<file path="config.mk">
export PLATFORM = sky130hd
export DESIGN_NAME = priority_counter_scheduler
export DESIGN_NICKNAME = d
export VERILOG_FILES = /design/src/hw/rtl/pcs_pkg.sv /design/src/hw/rtl/pcs_cell.sv /design/src/hw/rtl/pcs_ctrl.sv /design/src/hw/rtl/priority_counter_scheduler.sv
export SDC_FILE = /design/constraint.sdc
export NUM_CORES = 1
export LEC_CHECK = 0
export BUFFER_PORTS_ARGS = -buffer_cell sky130_fd_sc_hd__buf_4
export CAP_MARGIN = 20
export CELL_PAD_IN_SITES_DETAIL_PLACEMENT = 0
export CELL_PAD_IN_SITES_GLOBAL_PLACEMENT = 1
export CORE_MARGIN = 10
export CORE_UTILIZATION = 51
export CTS_CLUSTER_SIZE = 8
export DETAILED_ROUTE_END_ITERATION = 8
export PLACE_DENSITY = 0.87
export SETUP_SLACK_MARGIN = 0.4
export SLEW_MARGIN = 20
export SYNTH_ARGS = -nofsm -noshare
export SYNTH_HDL_FRONTEND = slang
export SYNTH_SLANG_ARGS = --single-unit
</file>
<file path="constraint.sdc">
create_clock -name clk_i -period 2.67 [get_ports clk_i]
set_input_delay 0.267 -clock clk_i [delete_from_list [all_inputs] [get_ports clk_i]]
set_output_delay 0.267 -clock clk_i [all_outputs]
set_load 0.05 [all_outputs]
</file>
<file path="src/hw/rtl/pcs_pkg.sv">
package pcs_pkg;

  // Fixed field widths
  localparam int unsigned CntW     = 4;
  localparam int unsigned TaskIdxW = 3;

  // One input word
  typedef struct packed {
    logic                mode;
    logic [TaskIdxW-1:0] task_index;
    logic [CntW-1:0]     priority_value;
  } in_t;

  // One result word
  typedef struct packed {
    logic [TaskIdxW-1:0] running_task;
    logic                switched;
    logic [CntW-1:0]     slice_left;
    logic                refilled;
    logic                stuck;
  } out_t;

  // Broadcast command from the sequencer to the cell row
  typedef struct packed {
    logic            wr_prio;
    logic            dec;
    logic            refill;
    logic [CntW-1:0] prio;
  } cmd_t;

endpackage

</file>
<file path="src/hw/rtl/pcs_cell.sv">
module pcs_cell #(
  parameter int unsigned SlotW = 3,
  parameter int unsigned Idx   = 0
) (
  input  logic                     clk_i,
  input  logic                     rst_ni,
  input  pcs_pkg::cmd_t            cmd_i,
  input  logic [SlotW-1:0]         sel_i,
  input  logic [pcs_pkg::CntW-1:0] best_val_i,
  input  logic [SlotW-1:0]         best_idx_i,
  output logic [pcs_pkg::CntW-1:0] best_val_o,
  output logic [SlotW-1:0]         best_idx_o
);

  localparam logic [SlotW-1:0] MyIdx = SlotW'(Idx);

  logic [pcs_pkg::CntW-1:0] cnt_q, cnt_d;
  logic [pcs_pkg::CntW-1:0] prio_q, prio_d;
  logic [pcs_pkg::CntW-1:0] best_val_q, best_val_d;
  logic [SlotW-1:0]         best_idx_q, best_idx_d;
  logic                     sel;

  assign sel = (sel_i == MyIdx);

  // Slot state: priority load, slice decrement, refill (idle slot never refills)
  always_comb begin
    cnt_d  = cnt_q;
    prio_d = prio_q;
    if (cmd_i.wr_prio && sel) begin
      prio_d = cmd_i.prio;
    end
    if (cmd_i.dec && sel) begin
      cnt_d = cnt_q - 1'b1;
    end else if (cmd_i.refill && (Idx != 0)) begin
      cnt_d = prio_q;
    end
  end

  // Max search stage: strictly greater wins, so the lower index keeps ties
  always_comb begin
    if (cnt_q > best_val_i) begin
      best_val_d = cnt_q;
      best_idx_d = MyIdx;
    end else begin
      best_val_d = best_val_i;
      best_idx_d = best_idx_i;
    end
  end

  always_ff @(posedge clk_i or negedge rst_ni) begin
    if (!rst_ni) begin
      cnt_q      <= '0;
      prio_q     <= '0;
      best_val_q <= '0;
      best_idx_q <= '0;
    end else begin
      cnt_q      <= cnt_d;
      prio_q     <= prio_d;
      best_val_q <= best_val_d;
      best_idx_q <= best_idx_d;
    end
  end

  assign best_val_o = best_val_q;
  assign best_idx_o = best_idx_q;

endmodule

</file>
<file path="src/hw/rtl/pcs_ctrl.sv">
module pcs_ctrl #(
  parameter int unsigned TASK_COUNT     = 8,
  parameter int unsigned PRIORITY_LIMIT = 15,
  parameter int unsigned SlotW          = 3
) (
  input  logic                     clk_i,
  input  logic                     rst_ni,
  input  logic                     in_valid_i,
  output logic                     in_stall_o,
  input  pcs_pkg::in_t             in_word_i,
  output logic                     out_valid_o,
  input  logic                     out_stall_i,
  output pcs_pkg::out_t            out_word_o,
  output pcs_pkg::cmd_t            cmd_o,
  output logic [SlotW-1:0]         sel_o,
  input  logic [pcs_pkg::CntW-1:0] scan_val_i,
  input  logic [SlotW-1:0]         scan_idx_i
);

  localparam int unsigned CntMax  = (1 << pcs_pkg::CntW) - 1;
  localparam int unsigned LimClip = (PRIORITY_LIMIT > CntMax) ? CntMax : PRIORITY_LIMIT;
  localparam logic [pcs_pkg::CntW-1:0] LimV = pcs_pkg::CntW'(LimClip);
  localparam int unsigned ScanW = $clog2(TASK_COUNT + 1);
  localparam logic [ScanW-1:0] ScanLast = ScanW'(TASK_COUNT);

  localparam logic [1:0] StIdle = 2'd0;
  localparam logic [1:0] StScan = 2'd1;
  localparam logic [1:0] StDone = 2'd2;

  logic [1:0]               state_q, state_d;
  logic [ScanW-1:0]         scan_cnt_q, scan_cnt_d;
  logic [SlotW-1:0]         run_q, run_d;
  logic [pcs_pkg::CntW-1:0] run_cnt_q, run_cnt_d;
  logic [SlotW-1:0]         before_q, before_d;
  logic                     refilled_q, refilled_d;
  logic                     stuck_q, stuck_d;
  logic                     out_valid_q, out_valid_d;
  pcs_pkg::out_t            out_q, out_d;

  logic                     accept;
  logic                     wr_ok;
  logic [pcs_pkg::CntW-1:0] prio_sat;

  assign in_stall_o = (state_q != StIdle);
  assign accept     = in_valid_i && !in_stall_o;
  assign wr_ok      = (in_word_i.task_index != '0) &&
                      (32'(in_word_i.task_index) < TASK_COUNT);
  assign prio_sat   = (in_word_i.priority_value > LimV) ? LimV : in_word_i.priority_value;

  // Sequencer
  always_comb begin
    state_d     = state_q;
    scan_cnt_d  = scan_cnt_q;
    run_d       = run_q;
    run_cnt_d   = run_cnt_q;
    before_d    = before_q;
    refilled_d  = refilled_q;
    stuck_d     = stuck_q;
    out_valid_d = out_valid_q && out_stall_i;
    out_d       = out_q;
    cmd_o       = '0;
    cmd_o.prio  = prio_sat;
    sel_o       = run_q;

    unique case (state_q)
      StIdle: begin
        if (accept) begin
          before_d   = run_q;
          refilled_d = 1'b0;
          stuck_d    = 1'b0;
          scan_cnt_d = '0;
          if (in_word_i.mode) begin
            // set priority
            sel_o         = SlotW'(in_word_i.task_index);
            cmd_o.wr_prio = wr_ok;
            state_d       = StDone;
          end else if ((run_q == '0) || (run_cnt_q == '0)) begin
            state_d = StScan;
          end else begin
            // use up one step of the running slice
            cmd_o.dec = 1'b1;
            run_cnt_d = run_cnt_q - 1'b1;
            state_d   = (run_cnt_q == pcs_pkg::CntW'(1)) ? StScan : StDone;
          end
        end
      end
      StScan: begin
        if (scan_cnt_q == ScanLast) begin
          if (scan_val_i != '0) begin
            run_d     = scan_idx_i;
            run_cnt_d = scan_val_i;
            state_d   = StDone;
          end else if (!refilled_q) begin
            // every counter empty: reload and search once more
            cmd_o.refill = 1'b1;
            refilled_d   = 1'b1;
            scan_cnt_d   = '0;
          end else begin
            stuck_d   = 1'b1;
            run_cnt_d = '0;
            state_d   = StDone;
          end
        end else begin
          scan_cnt_d = scan_cnt_q + 1'b1;
        end
      end
      StDone: begin
        if (!(out_valid_q && out_stall_i)) begin
          out_d.running_task = pcs_pkg::TaskIdxW'(run_q);
          out_d.switched     = (run_q != before_q);
          out_d.slice_left   = run_cnt_q;
          out_d.refilled     = refilled_q;
          out_d.stuck        = stuck_q;
          out_valid_d        = 1'b1;
          state_d            = StIdle;
        end
      end
      default: begin
        state_d = StIdle;
      end
    endcase
  end

  always_ff @(posedge clk_i or negedge rst_ni) begin
    if (!rst_ni) begin
      state_q     <= StIdle;
      scan_cnt_q  <= '0;
      run_q       <= '0;
      run_cnt_q   <= '0;
      before_q    <= '0;
      refilled_q  <= 1'b0;
      stuck_q     <= 1'b0;
      out_valid_q <= 1'b0;
    end else begin
      state_q     <= state_d;
      scan_cnt_q  <= scan_cnt_d;
      run_q       <= run_d;
      run_cnt_q   <= run_cnt_d;
      before_q    <= before_d;
      refilled_q  <= refilled_d;
      stuck_q     <= stuck_d;
      out_valid_q <= out_valid_d;
    end
  end

  // Result register, no reset needed
  always_ff @(posedge clk_i) begin
    out_q <= out_d;
  end

  assign out_valid_o = out_valid_q;
  assign out_word_o  = out_q;

  // Checks
  a_stuck_after_refill: assert property (@(posedge clk_i) disable iff (!rst_ni)
    out_valid_o && out_word_o.stuck |-> out_word_o.refilled)
    else $error("stuck reported without a refill");

  a_stuck_empty_slice: assert property (@(posedge clk_i) disable iff (!rst_ni)
    out_valid_o && out_word_o.stuck |-> out_word_o.slice_left == '0)
    else $error("stuck with a nonzero slice");

  a_idle_slot_empty: assert property (@(posedge clk_i) disable iff (!rst_ni)
    state_q == StIdle |-> (run_q != '0) || (run_cnt_q == '0))
    else $error("idle slot holds a slice");

  a_scan_bound: assert property (@(posedge clk_i) disable iff (!rst_ni)
    scan_cnt_q <= ScanLast)
    else $error("scan counter overrun");

endmodule

</file>
<file path="src/hw/rtl/priority_counter_scheduler.sv">
// Channel | Direction | Handshake                 | Word
// in      | input     | in_valid_i / in_stall_o   | in_word_i  (mode, task_index, priority_value)
// out     | output    | out_valid_o / out_stall_i | out_word_o (running_task, switched,
//         |           |                           |   slice_left, refilled, stuck)
//
// One word in at a time. Set-priority and a plain tick go from idle straight to the result;
// a tick that reschedules first runs the max search through the cell row, one cell per
// cycle, and runs it once more when the counters are refilled. Reset clears all counters,
// priorities and the running slot.
// A new word is taken while the previous result waits on out_stall_i; its result
// then holds until the output register frees.
module priority_counter_scheduler #(
  parameter int unsigned TASK_COUNT     = 8,
  parameter int unsigned PRIORITY_LIMIT = 15
) (
  input  logic          clk_i,
  input  logic          rst_ni,
  input  logic          in_valid_i,
  output logic          in_stall_o,
  input  pcs_pkg::in_t  in_word_i,
  output logic          out_valid_o,
  input  logic          out_stall_i,
  output pcs_pkg::out_t out_word_o
);

  localparam int unsigned SlotW = $clog2(TASK_COUNT);

  pcs_pkg::cmd_t            cmd;
  logic [SlotW-1:0]         sel;
  logic [pcs_pkg::CntW-1:0] val_w [TASK_COUNT+1];
  logic [SlotW-1:0]         idx_w [TASK_COUNT+1];

  // Search enters the row with nothing found
  assign val_w[0] = '0;
  assign idx_w[0] = '0;

  // Row of slot cells
  for (genvar i = 0; i < TASK_COUNT; i++) begin : g_cell
    pcs_cell #(
      .SlotW (SlotW),
      .Idx   (i)
    ) u_cell (
      .clk_i      (clk_i),
      .rst_ni     (rst_ni),
      .cmd_i      (cmd),
      .sel_i      (sel),
      .best_val_i (val_w[i]),
      .best_idx_i (idx_w[i]),
      .best_val_o (val_w[i+1]),
      .best_idx_o (idx_w[i+1])
    );
  end

  pcs_ctrl #(
    .TASK_COUNT     (TASK_COUNT),
    .PRIORITY_LIMIT (PRIORITY_LIMIT),
    .SlotW          (SlotW)
  ) u_ctrl (
    .clk_i       (clk_i),
    .rst_ni      (rst_ni),
    .in_valid_i  (in_valid_i),
    .in_stall_o  (in_stall_o),
    .in_word_i   (in_word_i),
    .out_valid_o (out_valid_o),
    .out_stall_i (out_stall_i),
    .out_word_o  (out_word_o),
    .cmd_o       (cmd),
    .sel_o       (sel),
    .scan_val_i  (val_w[TASK_COUNT]),
    .scan_idx_i  (idx_w[TASK_COUNT])
  );

endmodule

</file>
======== After elaboration in Yosys (flattened, before gate mapping) ========
Index checks and enable logic that the tools add are counted.
storage, ports and cells
  word-level logic and storage cells ...... 199
  bits in registers ....................... 138
  output and inout bits ................... 12
  bits of input ports ..................... 12
operators by class
  mux-type cells .......................... 72
  $lt $le $gt $ge ......................... 9
  reduce and logical (&&, ||, !) cells .... 42
  equality and inequality tests ........... 22
  $add $sub $neg .......................... 10
  bitwise logic cells ..................... 1
operators with widths
  kind                                                                    number
  4-bit 2-to-1 mux                                                        33
  4-bit by 1-bit subtractor with 4-bit output (second input constant)     9
  4-bit > comparator                                                      7
  2-bit 2-to-1 mux                                                        12
  3-bit 2-to-1 mux                                                        7
  2-bit nonzero test                                                      9
  1-bit logical AND                                                       17
  4-bit one-hot mux with 2 select lines                                   2
  1-bit 2-to-1 mux                                                        15
  3-bit equality test (second input constant)                             4
  4-bit AND reduction                                                     3
  2-bit != test (second input constant)                                   4
  3-bit by 2-bit equality test with 1-bit output (second input constant)  2
  3-bit zero test                                                         2
  2-bit by 1-bit != test with 1-bit output (second input constant)        3
  3-bit != test (second input constant)                                   2
  2-bit one-hot mux with 3 select lines                                   1
  6-bit AND reduction                                                     1
  5-bit AND reduction                                                     1
  4-bit by 1-bit adder with 4-bit output (second input constant)          1
  4-bit by 1-bit equality test with 1-bit output (second input constant)  1
  4-bit equality test (second input constant)                             1
  4-bit by 1-bit > comparator with 1-bit output (second input constant)   1
  4-bit > comparator (second input constant)                              1
  other kinds (15)                                                        17

======== Logic depth before layout (Yosys ltp) ========
Gate-level depths: netlist of the first run.
  depth after elaboration ................. 8
  gate-level depth with buffers ........... 8
  gate-level depth less buffers ........... 7

======== Cells and area by module ========
Synthesis of the first run repeated with hierarchy kept, for this count alone.
second synthesis, totals
  cell total of the unflattened synthesis .. 599
  area total of the unflattened synthesis .. 7,252.0 µm²
by module, submodules not included
  module                           area each (µm²)  seq. area each (µm²)  instances  cells each
  pcs_cell (g_cell[3].u_cell ...)  760.7            375.4                 3          60
  pcs_cell (g_cell[1].u_cell ...)  752.0            375.4                 2          60
  pcs_ctrl                         1,452.6          775.7                 1          134
  pcs_cell (g_cell[7].u_cell)      740.7            375.4                 1          60
  pcs_cell (g_cell[4].u_cell)      735.7            375.4                 1          61
  pcs_cell (g_cell[0].u_cell)      533.0            275.3                 1          43
  priority_counter_scheduler       3.8              0.0                   1          1

======== Least setup slack after synthesis of the first run ========
No wires, ideal clock.
  path type ............................... flip-flop to flip-flop
  start ................................... register u_ctrl.state_q[0]
  end ..................................... register g_cell[2].u_cell.cnt_q[3] in the netlist's numbering
  cell stages (with the launch flop) ...... 7
  setup slack ............................. 0.612 ns
  setup time .............................. 0.123 ns
  arrival time ............................ 1.935 ns
  clock period less this slack ............ 2.058 ns
  path buffers ............................ 1
  required time ........................... 2.547 ns
  path through ............................ dfrtp_1 > or3b_1 > buf_6 > nor4_4 > and2_4 > mux2_1 > o221a_1
on the way
  word-level cells in the longest chain between the ends .. 8
  elaborated cells on any way between the ends .. 14
  those cells by class .................... eq/ne: 2; mux: 6; reduce/logical: 6
RTL lines
  item                                                    line             source
  start, declared                                         pcs_ctrl.sv:30   logic [1:0] state_q, state_d;
  start signal, assigned                                  pcs_ctrl.sv:126  state_q <= StIdle;
  start signal, assigned                                  pcs_ctrl.sv:135  state_q <= state_d;
  2-bit nonzero test                                      pcs_ctrl.sv:44   assign in_stall_o = (state_q != StIdle);
  1-bit zero test                                         pcs_ctrl.sv:45   assign accept = in_valid_i && !in_stall_o;
  1-bit logical AND                                       pcs_ctrl.sv:45
  3-bit 2-to-1 mux                                        pcs_ctrl.sv:67   if (accept) begin
  3-bit 2-to-1 mux                                        pcs_ctrl.sv:65   unique case (state_q)
  3-bit by 2-bit equality test with 1-bit output          pcs_cell.sv:23   assign sel = (sel_i == MyIdx);
  1-bit logical AND                                       pcs_cell.sv:32   if (cmd_i.dec && sel) begin
  4-bit 2-to-1 mux or 2-bit nonzero test (tied branches)  --
  end signal, assigned                                    pcs_cell.sv:57   cnt_q <= cnt_d;
  end, declared                                           pcs_cell.sv:17   logic [pcs_pkg::CntW-1:0] cnt_q, cnt_d;
Several ways; a longest one is shown, not always the timed one.
A chain may end at the register's enable or synchronous reset.

======== Worst setup path in the final report of the first run ========
  start ................................... register u_ctrl.scan_cnt_q[0]
  end ..................................... register g_cell[4].u_cell.cnt_q[1] in the netlist's numbering
on the way
  word-level cells in the longest chain between the ends .. 4
RTL lines
  item                          line             source
  start, declared               pcs_ctrl.sv:31   logic [ScanW-1:0] scan_cnt_q, scan_cnt_d;
  start signal, assigned        pcs_ctrl.sv:136  scan_cnt_q <= scan_cnt_d;
  4-bit equality test           pcs_ctrl.sv:88   if (scan_cnt_q == ScanLast) begin
  1-bit 2-to-1 mux              pcs_ctrl.sv:88
  1-bit 2-to-1 mux              pcs_ctrl.sv:65
  2-bit nonzero test (no line)  --
  end signal, assigned          pcs_cell.sv:57
  end, declared                 pcs_cell.sv:17
Every way passes these cells.

==> results.yml, run 1 <==
run_status:
  outcome: "finished, final reports clean"
synth:
  syn-cell-area_sq_mm: 0.006648
  netlist_top_cells_count: "dfrtp_1, inv_1, mux2_2"
  synth_top_area_share_pct: 48.18
  synth_edf_count: 10
  async_flop_share_pct: 92.75
  synth_cells: 565
  ys_warn_count: 0
  post_synth_num_cell_types: 60
  synthFlopType: "dfrtp_1"
  yosysMostFrequentCell: "dfrtp_1"
  yosys-top-cells-area: "dfrtp_1, ha_1, mux2_2, edfxtp_1, inv_1"
  avgSynthCellArea_sq_um: 11.77
  yosysSeqAreaShare_pct: 52.70
  ys_ff_latch: 138
  yosysTopAreaCell: "dfrtp_1"
  synth_nets: 618
critical_path:
  critPathLaunchType: "register"
  cp_max_fo: 23
  crit_start: "u_ctrl.scan_cnt_q[0]"
  r2r_cells: 7
  worst-r2r-setup-slack_ns: 0.51
  worstPathArrival_ns: 2.46
  path_class: "register to register"
  endpoint_kind: "register"
  cp_slowest_cell: "dfrtp_1"
  max_stage_delay_ns: 0.44
  timing.rr.end: "g_cell[4].u_cell.cnt_q[1]"
  cp.required_ns: 2.97
  reg2reg_from: "u_ctrl.scan_cnt_q[0]"
  crit_chain: "inv_1 > ha_1 > nand3b_1 > nor4_4 > buf_4 > nor3_1 > a221o_1"
floorplan:
  dieHeight_microns: 134.2
  ios: 24
  core_sq_mm: 0.01267
  row_count: 41
  dieWidth_microns: 134.2
  die_area_sq_mm: 0.01800
  initial_utilization_pct: 52.46
sta:
  setup_viol: 0
  finClkSkew_ns: 0.008340
  drv_slew: 0
  fin_setup_tns_ns: 0
  hold_violations: 0
  rsz0062_at_grt: "false"
  fin_crit_ns: 2.160
  relSlewSlack_pct: 51.74
  post-route-period-util_pct: 80.89
  tightest_slew_ns: 0.7173
  holdWs_ns: 0.08157
  fmax_mhz: 463.0
hold_path:
  holdPathEnd: "u_ctrl.out_valid_o"
  hold_class: "input pin to register"
  whs_path_depth: 3
  min_from: "out_stall_i"
global_routing:
  grt_max_degree: 57
  grtUsageTotal_pct: 16.03
  grt_pass1_wl_mm: 23.15
  antenna_found_initial: 0
  grt_pass1_vias: 4657
  grt_overflow_total: 0
finish:
  nFillCells: 992
  fin_cells: 787
  seq_area_sq_mm: 0.003505
  nets: 655
  multi_input_area_sq_mm: 0.002889
  fin_area_sq_mm: 0.007730
  drive_gt1_share_pct: 22.28
  num_antenna_cells: 0
  area_growth_pct: 16.28
cts:
  cts_tree: "yes"
  path_clk_slew_ns: 0.06
  cts_buffer_depth: 2
  cts_buffers: 17
  clk_latency_ns: 0.42
  clock-sinks: 138
  cts-root-buf: "clkbuf_16"
  h-tree-depth: 4
routing:
  route.detailed.drc: 0
  drt_first_pass_iters: 4
  drt-initial-drc-count: 313
  wire_per_inst_microns: 16.84
  wl_mm: 13.25
  num_vias: 4335
  ant_nets: 0
  vias_per_cell: 5.508
power_and_ir_drop:
  clockPowerShare_pct: 29.4
  power.leakage_nw: 3.443
  power.internal_mw: 5.680
  p_total_mw: 8.486
  power_frac_seq_pct: 39.1
  p_sw_share_pct: 33.07
  peakVddDrop_v: 0.0006664
  power.density_mw_per_mm2: 1098
  switchingPower_mw: 2.806
  p_comb_share_pct: 31.5
place:
  place_area_sq_mm: 0.007037
  place_congestion: 0.8049
  dpl.hpwl_mm: 9.655
  placed_cells_incl_taps: 753
  port_buffers: 23
flow_run:
  cap_viol_max_count: 0
## layer usage
| metal | vias up | wire [microns] | global-route usage (%) |
|---|---|---|---|
| li1 | 2081 | - | - |
| met1 | 2158 | 6090 | 19.90 |
| met2 | 70 | 6424 | 25.70 |
| met3 | 26 | 441 | 3.958 |
| met4 | 0 | 296 | 7.557 |
| met5 | - | 0 | 0 |
## cells in the final DEF (no fill, tap or decap), types with 3 or more instances in the layout
cell type / synthesis / routed
nand3_1: 9 / 9
a221o_1: 11 / 11
buf_4: 1 / 36
nand3b_1: 3 / 3
o21ai_1: 21 / 20
nor4_4: 5 / 6
o221a_1: 3 / 3
ha_1: 41 / 41
nor2b_1: 8 / 8
o21bai_1: 3 / 3
dfrtp_1: 128 / 127
and2_1: 7 / 7
nand2_1: 36 / 36
nor2_1: 24 / 24
o21a_1: 14 / 14
mux2i_1: 12 / 12
nor3b_1: 4 / 4
clkbuf_16: 0 / 19
nor3_2: 2 / 3
o211ai_1: 4 / 4
edfxtp_1: 10 / 10
mux2_2: 45 / 45
o21ai_0: 8 / 8
nand2b_1: 12 / 12
xnor2_1: 3 / 3
nand4_1: 9 / 9
clkinv_2: 0 / 4
inv_1: 53 / 53
a211oi_1: 5 / 5
mux2_1: 7 / 7
bufinv_16: 0 / 3
a21oi_1: 9 / 9
nor3_1: 17 / 16
## per-stage QoR
step           util [%]  worst slack, ns
2_1_floorplan         -           0.6123
3_3_place_gp      55.53           0.4536
3_5_place_dp      55.53           0.3671
4_1_cts           60.77           0.4456
5_1_grt           61.01           0.4000
6_report          61.01           0.5103
## logic make-up after synthesis
kind of cell	synth area share (%)
AND/OR/NAND/NOR	14.62
adder cells (fa/ha/maj)	7.717
XOR/XNOR	0.3953
AO/OA/AOI/OAI	9.618
flip-flops	52.70
buffers and inverters	4.329
multiplexers	10.62
## sequential cells by signal (all words and copies together) (netlist names)
name                      count
g_cell.u_cell.best_idx_o     17
g_cell.u_cell.best_val_o     32
g_cell.u_cell.cnt_q          32
g_cell.u_cell.prio_q         28
u_ctrl.before_q               3
u_ctrl.out_valid_o            1
u_ctrl.out_word_o            10
u_ctrl.refilled_q             1
u_ctrl.run_cnt_q              4
u_ctrl.run_q                  3
u_ctrl.scan_cnt_q             4
u_ctrl.state_q                2
u_ctrl.stuck_q                1
## layout make-up
type | instances | share of cell area (%)
Tap cell | 172 | 2.784
Clock inverter | 10 | 1.748
Clock buffer | 22 | 6.556
Timing Repair Buffer | 37 | 3.626
Multi-Input combinational cell | 355 | 37.37
Sequential cell | 138 | 45.34
Inverter | 53 | 2.574
## how the worst max path moves through the flow
| stage | end | slack, ns | depth (start not counted) |
|---|---|---|---|
| after global routing | g_cell[5].u_cell.cnt_q[2] | 0.40 | 5 |
| final | g_cell[4].u_cell.cnt_q[1] | 0.51 | 7 |
| after floorplan | g_cell[2].u_cell.cnt_q[3] | 0.61 | 6 |
| after detailed placement | g_cell[1].u_cell.prio_q[0] | 0.37 | 4 |
| after global placement | g_cell[2].u_cell.cnt_q[3] | 0.45 | 5 |
| after CTS | g_cell[6].u_cell.cnt_q[3] | 0.45 | 7 |
## power by group through the flow
stage | clock, mW | sequential (mW) | combinational, mW
floorplan | 0 | 3.26 | 2.00
global placement | 0 | 3.32 | 2.55
detailed placement | 0 | 3.34 | 2.65
CTS | 2.54 | 3.31 | 2.68
global route | 2.64 | 3.40 | 3.03
finish | 2.50 | 3.32 | 2.67
## what timing repair did
| item | 4_1_cts | 5_1_grt |
|---|---|---|
| hold buffers | 1 | 0 |
| endpoints found under the setup margin | 8 | 18 |
| resized for setup | 2 | 5 |
| buffers inserted | 0 | 1 |
| hold endpoints to repair | 52 | 0 |
| pin swaps | 0 | 3 |
## critical path: cells and delay by family (launching register included)
family,cells,cell delay (ns)
compound gates,1,0.28
fa+ha+maj,1,0.21
buf+inv,2,0.40
flops,1,0.44
simple gates,3,0.69
No activity file was read; power rests on OpenSTA's default activity.
==> run 2: changes to the inputs <==
--- a/config.mk
+++ b/config.mk
@@ -10,10 +10,10 @@
 export CELL_PAD_IN_SITES_DETAIL_PLACEMENT = 0
 export CELL_PAD_IN_SITES_GLOBAL_PLACEMENT = 1
 export CORE_MARGIN = 10
-export CORE_UTILIZATION = 51
+export CORE_UTILIZATION = 46
 export CTS_CLUSTER_SIZE = 8
 export DETAILED_ROUTE_END_ITERATION = 8
-export PLACE_DENSITY = 0.87
+export PLACE_DENSITY = 0.83
 export SETUP_SLACK_MARGIN = 0.4
 export SLEW_MARGIN = 20
 export SYNTH_ARGS = -nofsm -noshare
==> constraint.sdc (replaced) <==
create_clock -name clk_i -period 1.85 [get_ports clk_i]
set_input_delay 0.185 -clock clk_i [delete_from_list [all_inputs] [get_ports clk_i]]
set_output_delay 0.185 -clock clk_i [all_outputs]
set_load 0.05 [all_outputs]
==> run 2 against run 1 <==
  * Non-clock buffer count up 142
  * Total power rose by 87%
  * Global-route usage is 1.6 points higher
  * The flow now finishes with violations (setup timing)
  * Cell count increased by 19%
  * Critical path type unchanged
  * Routed wire length grew 36%
==> results.yml, run 2 (synthesized netlist as in run 1, its figures left out) <==
power_and_ir_drop:
  switchingPower_mw: 5.392
  clockPowerShare_pct: 20.9
  peakVddDrop_v: 0.001125
  power.internal_mw: 10.47
  power.density_mw_per_mm2: 1599
  power_frac_seq_pct: 29.8
  p_comb_share_pct: 49.4
  p_sw_share_pct: 33.99
  power.leakage_nw: 4.551
finish:
  multi_input_area_sq_mm: 0.003752
  fin_area_sq_mm: 0.009921
  nets: 797
  area_growth_pct: 49.24
  nFillCells: 893
  num_antenna_cells: 0
  seq_area_sq_mm: 0.003508
  drive_gt1_share_pct: 51.39
  layout_commonest_cell: "dfrtp_1"
  final_cell_mix: "dfrtp_1, buf_4, mux2_4"
routing:
  wl_mm: 18.06
  route.detailed.drc: 0
  drt-initial-drc-count: 333
  wire_per_inst_microns: 19.27
  num_vias: 5224
  ant_nets: 0
  drt_first_pass_iters: 5
  vias_per_cell: 5.575
critical_path:
  worstPathArrival_ns: 2.32
  path_class: "register to register"
  endpoint_kind: "register"
  cp.required_ns: 2.15
  cp_max_fo: 6
  critPathLaunchType: "register"
global_routing:
  grt_pass1_wl_mm: 27.91
  grt_overflow_total: 0
  grt_max_degree: 45
  grt_pass1_vias: 5493
  grtUsageTotal_pct: 17.59
  antenna_found_initial: 0
cts:
  cts_tree: "yes"
  path_clk_slew_ns: 0.06
  clk_latency_ns: 0.42
  h-tree-depth: 4
  cts-root-buf: "clkbuf_16"
  clock-sinks: 138
  cts_buffers: 17
  cts_buffer_depth: 2
hold_path:
  hold_class: "input pin to register"
sta:
  setup_ws_ns: -0.1724
  fmax_mhz: 494.5
  finClkSkew_ns: 0.009413
  hold_violations: 0
  rsz0062_at_grt: "true"
  tightest_slew_ns: 0.5153
  drv_slew: 0
  setup_viol: 45
  post-route-period-util_pct: 109.3
  fin_crit_ns: 2.022
  fin_setup_tns_ns: -2.604
  relSlewSlack_pct: 65.65
floorplan:
  ios: 24
  dieWidth_microns: 140.2
  initial_utilization_pct: 47.34
  core_sq_mm: 0.01404
  dieHeight_microns: 140.2
  row_count: 43
  die_area_sq_mm: 0.01966
place:
  port_buffers: 23
  place_area_sq_mm: 0.007990
  place_congestion: 0.8679
  dpl.hpwl_mm: 11.06
run_status:
  violations: "setup timing"
  outcome: "complete, but fails checks"
flow_run:
  cap_viol_max_count: 0
run 2: changes by cell type in the layout (fill, tap and decap cells not counted), moves of 14 or more:
cell	previous run	this run
mux2_4	0	51
buf_6	0	48
nand2_1	36	19
inv_1	53	39
mux2_2	45	1
buf_4	36	117
run 2: area by class of cell:
class	count	share of cell area, %
Timing Repair Buffer	179	16.67
Tap cell	180	2.270
Clock inverter	6	0.6054
Multi-Input combinational cell	355	37.82
Clock buffer	26	5.234
Inverter	53	2.031
Sequential cell	138	35.36
run 2: power groups by stage:
stage / clock [mW] / sequential, mW / combinational, mW
4_1_cts: 3.33 / 4.66 / 7.17
3_3_place_gp: 0 / 4.64 / 5.36
6_report: 3.31 / 4.72 / 7.83
3_5_place_dp: 0 / 4.67 / 5.59
5_1_grt: 3.50 / 4.82 / 8.39
2_1_floorplan: 0 / 4.73 / 3.55
run 2: timing repair:
action	in CTS	in global routing
resized for setup	126	62
pin swaps	43	31
setup buffers	44	22
hold buffers	2	0
endpoints found under the hold margin	32	0
cloned	1	1
endpoints found under the setup margin	115	120
run 2: worst max-delay path, cell delays in order, from the launching register on:
cell,delay [ns]
dfrtp_2,0.40
or3b_4,0.41
buf_8,0.15
buf_12,0.13
nor4_4,0.21
mux2_4,0.35
o221a_1,0.23
run 2: final timing paths:
check                                                  to  cells past startpoint  slack, ns                      start
max                             g_cell[6].u_cell.cnt_q[3]                      6      -0.17          u_ctrl.state_q[1]
min                            g_cell[5].u_cell.prio_q[3]                      2       0.11               in_word_i[3]
max reg2reg                     g_cell[6].u_cell.cnt_q[3]                      6      -0.17          u_ctrl.state_q[1]
min reg2reg                     g_cell[0].u_cell.cnt_q[0]                      0       0.38  g_cell[0].u_cell.cnt_q[0]
max in group asynchronous       g_cell[5].u_cell.cnt_q[0]                      3       0.96                     rst_ni
min in group asynchronous  g_cell[5].u_cell.best_idx_o[0]                      2       0.28                     rst_ni
run 2: layer usage:
metal	vias up	track usage, %	share of wire [%]
met3	36	3.922	4.0
met4	0	6.467	1.7
li1	2360	-	-
met1	2691	21.40	43
met5	-	0	0
met2	137	29.75	52
run 2: through the flow:
stage	hold slack, ns	setup slack, ns	power, mW	instances	utilization, %
floorplan	-0.1106	-0.1462	8.281	565	-
global placement	0.1901	-0.1156	10.01	835	56.90
detailed placement	0.1869	-0.1590	10.26	835	56.90
CTS	0.09047	-0.1332	15.16	914	67.28
global route	0.09105	-0.2267	16.71	937	70.65
finish	0.1057	-0.1724	15.87	937	70.65
==> run 3: changes to the inputs <==
--- a/config.mk
+++ b/config.mk
@@ -13,6 +13,7 @@
 export CORE_UTILIZATION = 46
 export CTS_CLUSTER_SIZE = 8
 export DETAILED_ROUTE_END_ITERATION = 8
+export MAX_ROUTING_LAYER = met4
 export PLACE_DENSITY = 0.83
 export SETUP_SLACK_MARGIN = 0.4
 export SLEW_MARGIN = 20
==> run 3 against run 2 <==
  * The run still ends with setup timing left
  * Via count decreased by 1.4%
  * Combinational power increased by 2.8%
  * Core utilization increased by 0.82 points
  * Setup slack got worse by 0.025 ns
  * Clock-buffer cell count decreased by 9
  * Sequential cell count unchanged
  * First-iteration DRC count decreased by 31%
  * Register-to-register slack got worse by 0.03 ns
  * Non-clock buffer count increased by 13
  * Sequential share of layout area decreased by 0.41 points
  * Largest cell class unchanged
  * Largest power group unchanged
==> results.yml, run 3 (synthesized netlist as in run 1, its figures left out) <==
finish:
  final_util_pct: 71.47
  num_antenna_cells: 0
  fin_cells: 950
  final_cell_mix: "dfrtp_1, buf_4, buf_6"
  layout_commonest_cell: "dfrtp_1"
  area_growth_pct: 50.97
  nets: 810
  drive_gt1_share_pct: 52.47
critical_path:
  max_stage_delay_ns: 0.41
  critPathLaunchType: "register"
  cp.required_ns: 2.16
  endpoint_kind: "register"
  crit_chain: "inv_1 > ha_2 > nand3b_1 > nor4_4 > buf_4 > a21oi_2 > o21bai_1 > a221o_1"
  cp_slowest_cell: "nor4_4"
  path_class: "register to register"
  worstPathArrival_ns: 2.36
  cp_max_fo: 4
power_and_ir_drop:
  power.leakage_nw: 4.651
  clockPowerShare_pct: 19.3
  p_comb_share_pct: 50.9
  peakVddDrop_v: 0.001140
  power.density_mw_per_mm2: 1575
  p_sw_share_pct: 35.19
  power.internal_mw: 10.25
  power_frac_seq_pct: 29.8
  p_total_mw: 15.81
  switchingPower_mw: 5.563
floorplan:
  dieWidth_microns: 140.2
  initial_utilization_pct: 47.34
  core_sq_mm: 0.01404
  dieHeight_microns: 140.2
  row_count: 43
  ios: 24
  die_area_sq_mm: 0.01966
global_routing:
  antenna_found_initial: 0
  grtUsageTotal_pct: 18.44
  grt_max_degree: 42
  grt_pass1_vias: 5436
  grt_busiest_layer: "met2"
  use_met1_pct: 21.87
  use_met2_pct: 30.27
  grt_use_met3_pct: 3.719
  grt_overflow_total: 0
  grt_pass1_wl_mm: 28.28
place:
  dpl.hpwl_mm: 11.34
  place_ws_ns: -0.1616
  placed_cells_incl_taps: 838
  port_buffers: 23
  place_congestion: 0.8811
routing:
  route.detailed.drc: 0
  wire_per_inst_microns: 19.33
  ant_nets: 0
  num_vias: 5150
  vias_per_cell: 5.421
  drt_first_pass_iters: 4
  wl_mm: 18.36
  drt-initial-drc-count: 230
sta:
  rsz0062_at_grt: "true"
  setup_ws_ns: -0.1975
  fin_crit_ns: 2.048
  drv_slew: 0
  hold_violations: 0
  fmax_mhz: 488.4
  finClkSkew_ns: 0.009762
  setup_viol: 47
  tightest_slew_ns: 0.5793
  holdWs_ns: 0.09484
  post-route-period-util_pct: 110.7
  relSlewSlack_pct: 61.38
cts:
  clk_latency_ns: 0.43
  path_clk_slew_ns: 0.06
  cts_tree: "yes"
  cts_buffer_depth: 2
  cts-root-buf: "clkbuf_16"
  h-tree-depth: 4
  cts_buffers: 17
  clock-sinks: 138
flow_run:
  cap_viol_max_count: 0
hold_path:
  hold_class: "input pin to register"
run_status:
  violations: "setup timing"
  outcome: "complete, but fails checks"
-- run 3: cell count changes in the layout (fill, tap and decap cells not counted), sizes merged --
cell      before  now
inv           53   56
clkbuf        27   17
clkinv         3    8
clkinvlp       2    4
buf          176  190
bufinv         1    0
-- run 3: timing repair --
| action | in CTS | in global routing |
|---|---|---|
| setup buffers | 47 | 28 |
| gates resized for setup | 130 | 66 |
| endpoints found under the setup margin | 115 | 130 |
| endpoints found under the hold margin | 39 | 0 |
| hold buffers | 2 | 0 |
| gates cloned | 2 | 1 |
| pin swaps | 51 | 41 |
-- run 3: layout make-up --
type,count,area [sq um]
Fill cell,889,4006
Multi-Input combinational cell,355,3780
Sequential cell,138,3508
Timing Repair Buffer,192,1793
Clock buffer,17,425.4
Tap cell,180,225.2
Inverter,53,201.4
Clock inverter,15,102.6
-- run 3: path summary, 6_finish.rpt --
kind | startpoint | endpoint | slack, ns | cells after the start
setup / recovery | u_ctrl.scan_cnt_q[1] | g_cell[1].u_cell.cnt_q[3] | -0.20 | 8
hold / removal | in_word_i[2] | g_cell[5].u_cell.prio_q[2] | 0.09 | 2
setup reg to reg | u_ctrl.scan_cnt_q[1] | g_cell[1].u_cell.cnt_q[3] | -0.20 | 8
hold reg to reg | g_cell[0].u_cell.cnt_q[1] | g_cell[0].u_cell.cnt_q[1] | 0.37 | 0
max in group asynchronous | rst_ni | g_cell[5].u_cell.cnt_q[0] | 0.87 | 3
min in group asynchronous | rst_ni | g_cell[5].u_cell.best_idx_o[1] | 0.31 | 2
-- run 3: per-layer routing --
layer	part of all wire (%)	vias to the layer above
met2	52	119
met1	42	2595
met5	0	-
met3	4.2	28
met4	1.6	0
li1	-	2408
-- run 3: stage by stage --
| step | cell area [sq um] | setup TNS (ns) |
|---|---|---|
| finish | 10040 | -4.777 |
| global route | 10040 | -8.142 |
| CTS | 9494 | -3.674 |
| detailed placement | 8013 | -2.114 |
| global placement | 8013 | -0.9488 |
| floorplan | 7014 | -1.123 |
-- run 3: critical path: cells and delay by family, from the launching register on --
kind,cells,cell delay (ns)
flops,1,0.39
buf+inv,2,0.25
fa+ha+maj,1,0.18
compound gates,3,0.52
simple gates,2,0.59
-- run 3: power by group through the flow --
stage,Clock (mW),Sequential (mW),Combinational (mW)
final,3.04,4.72,8.05
after global routing,3.24,4.80,8.60
after CTS,3.10,4.66,7.31
after detailed placement,0,4.66,5.61
after global placement,0,4.64,5.38
after floorplan,0,4.73,3.55
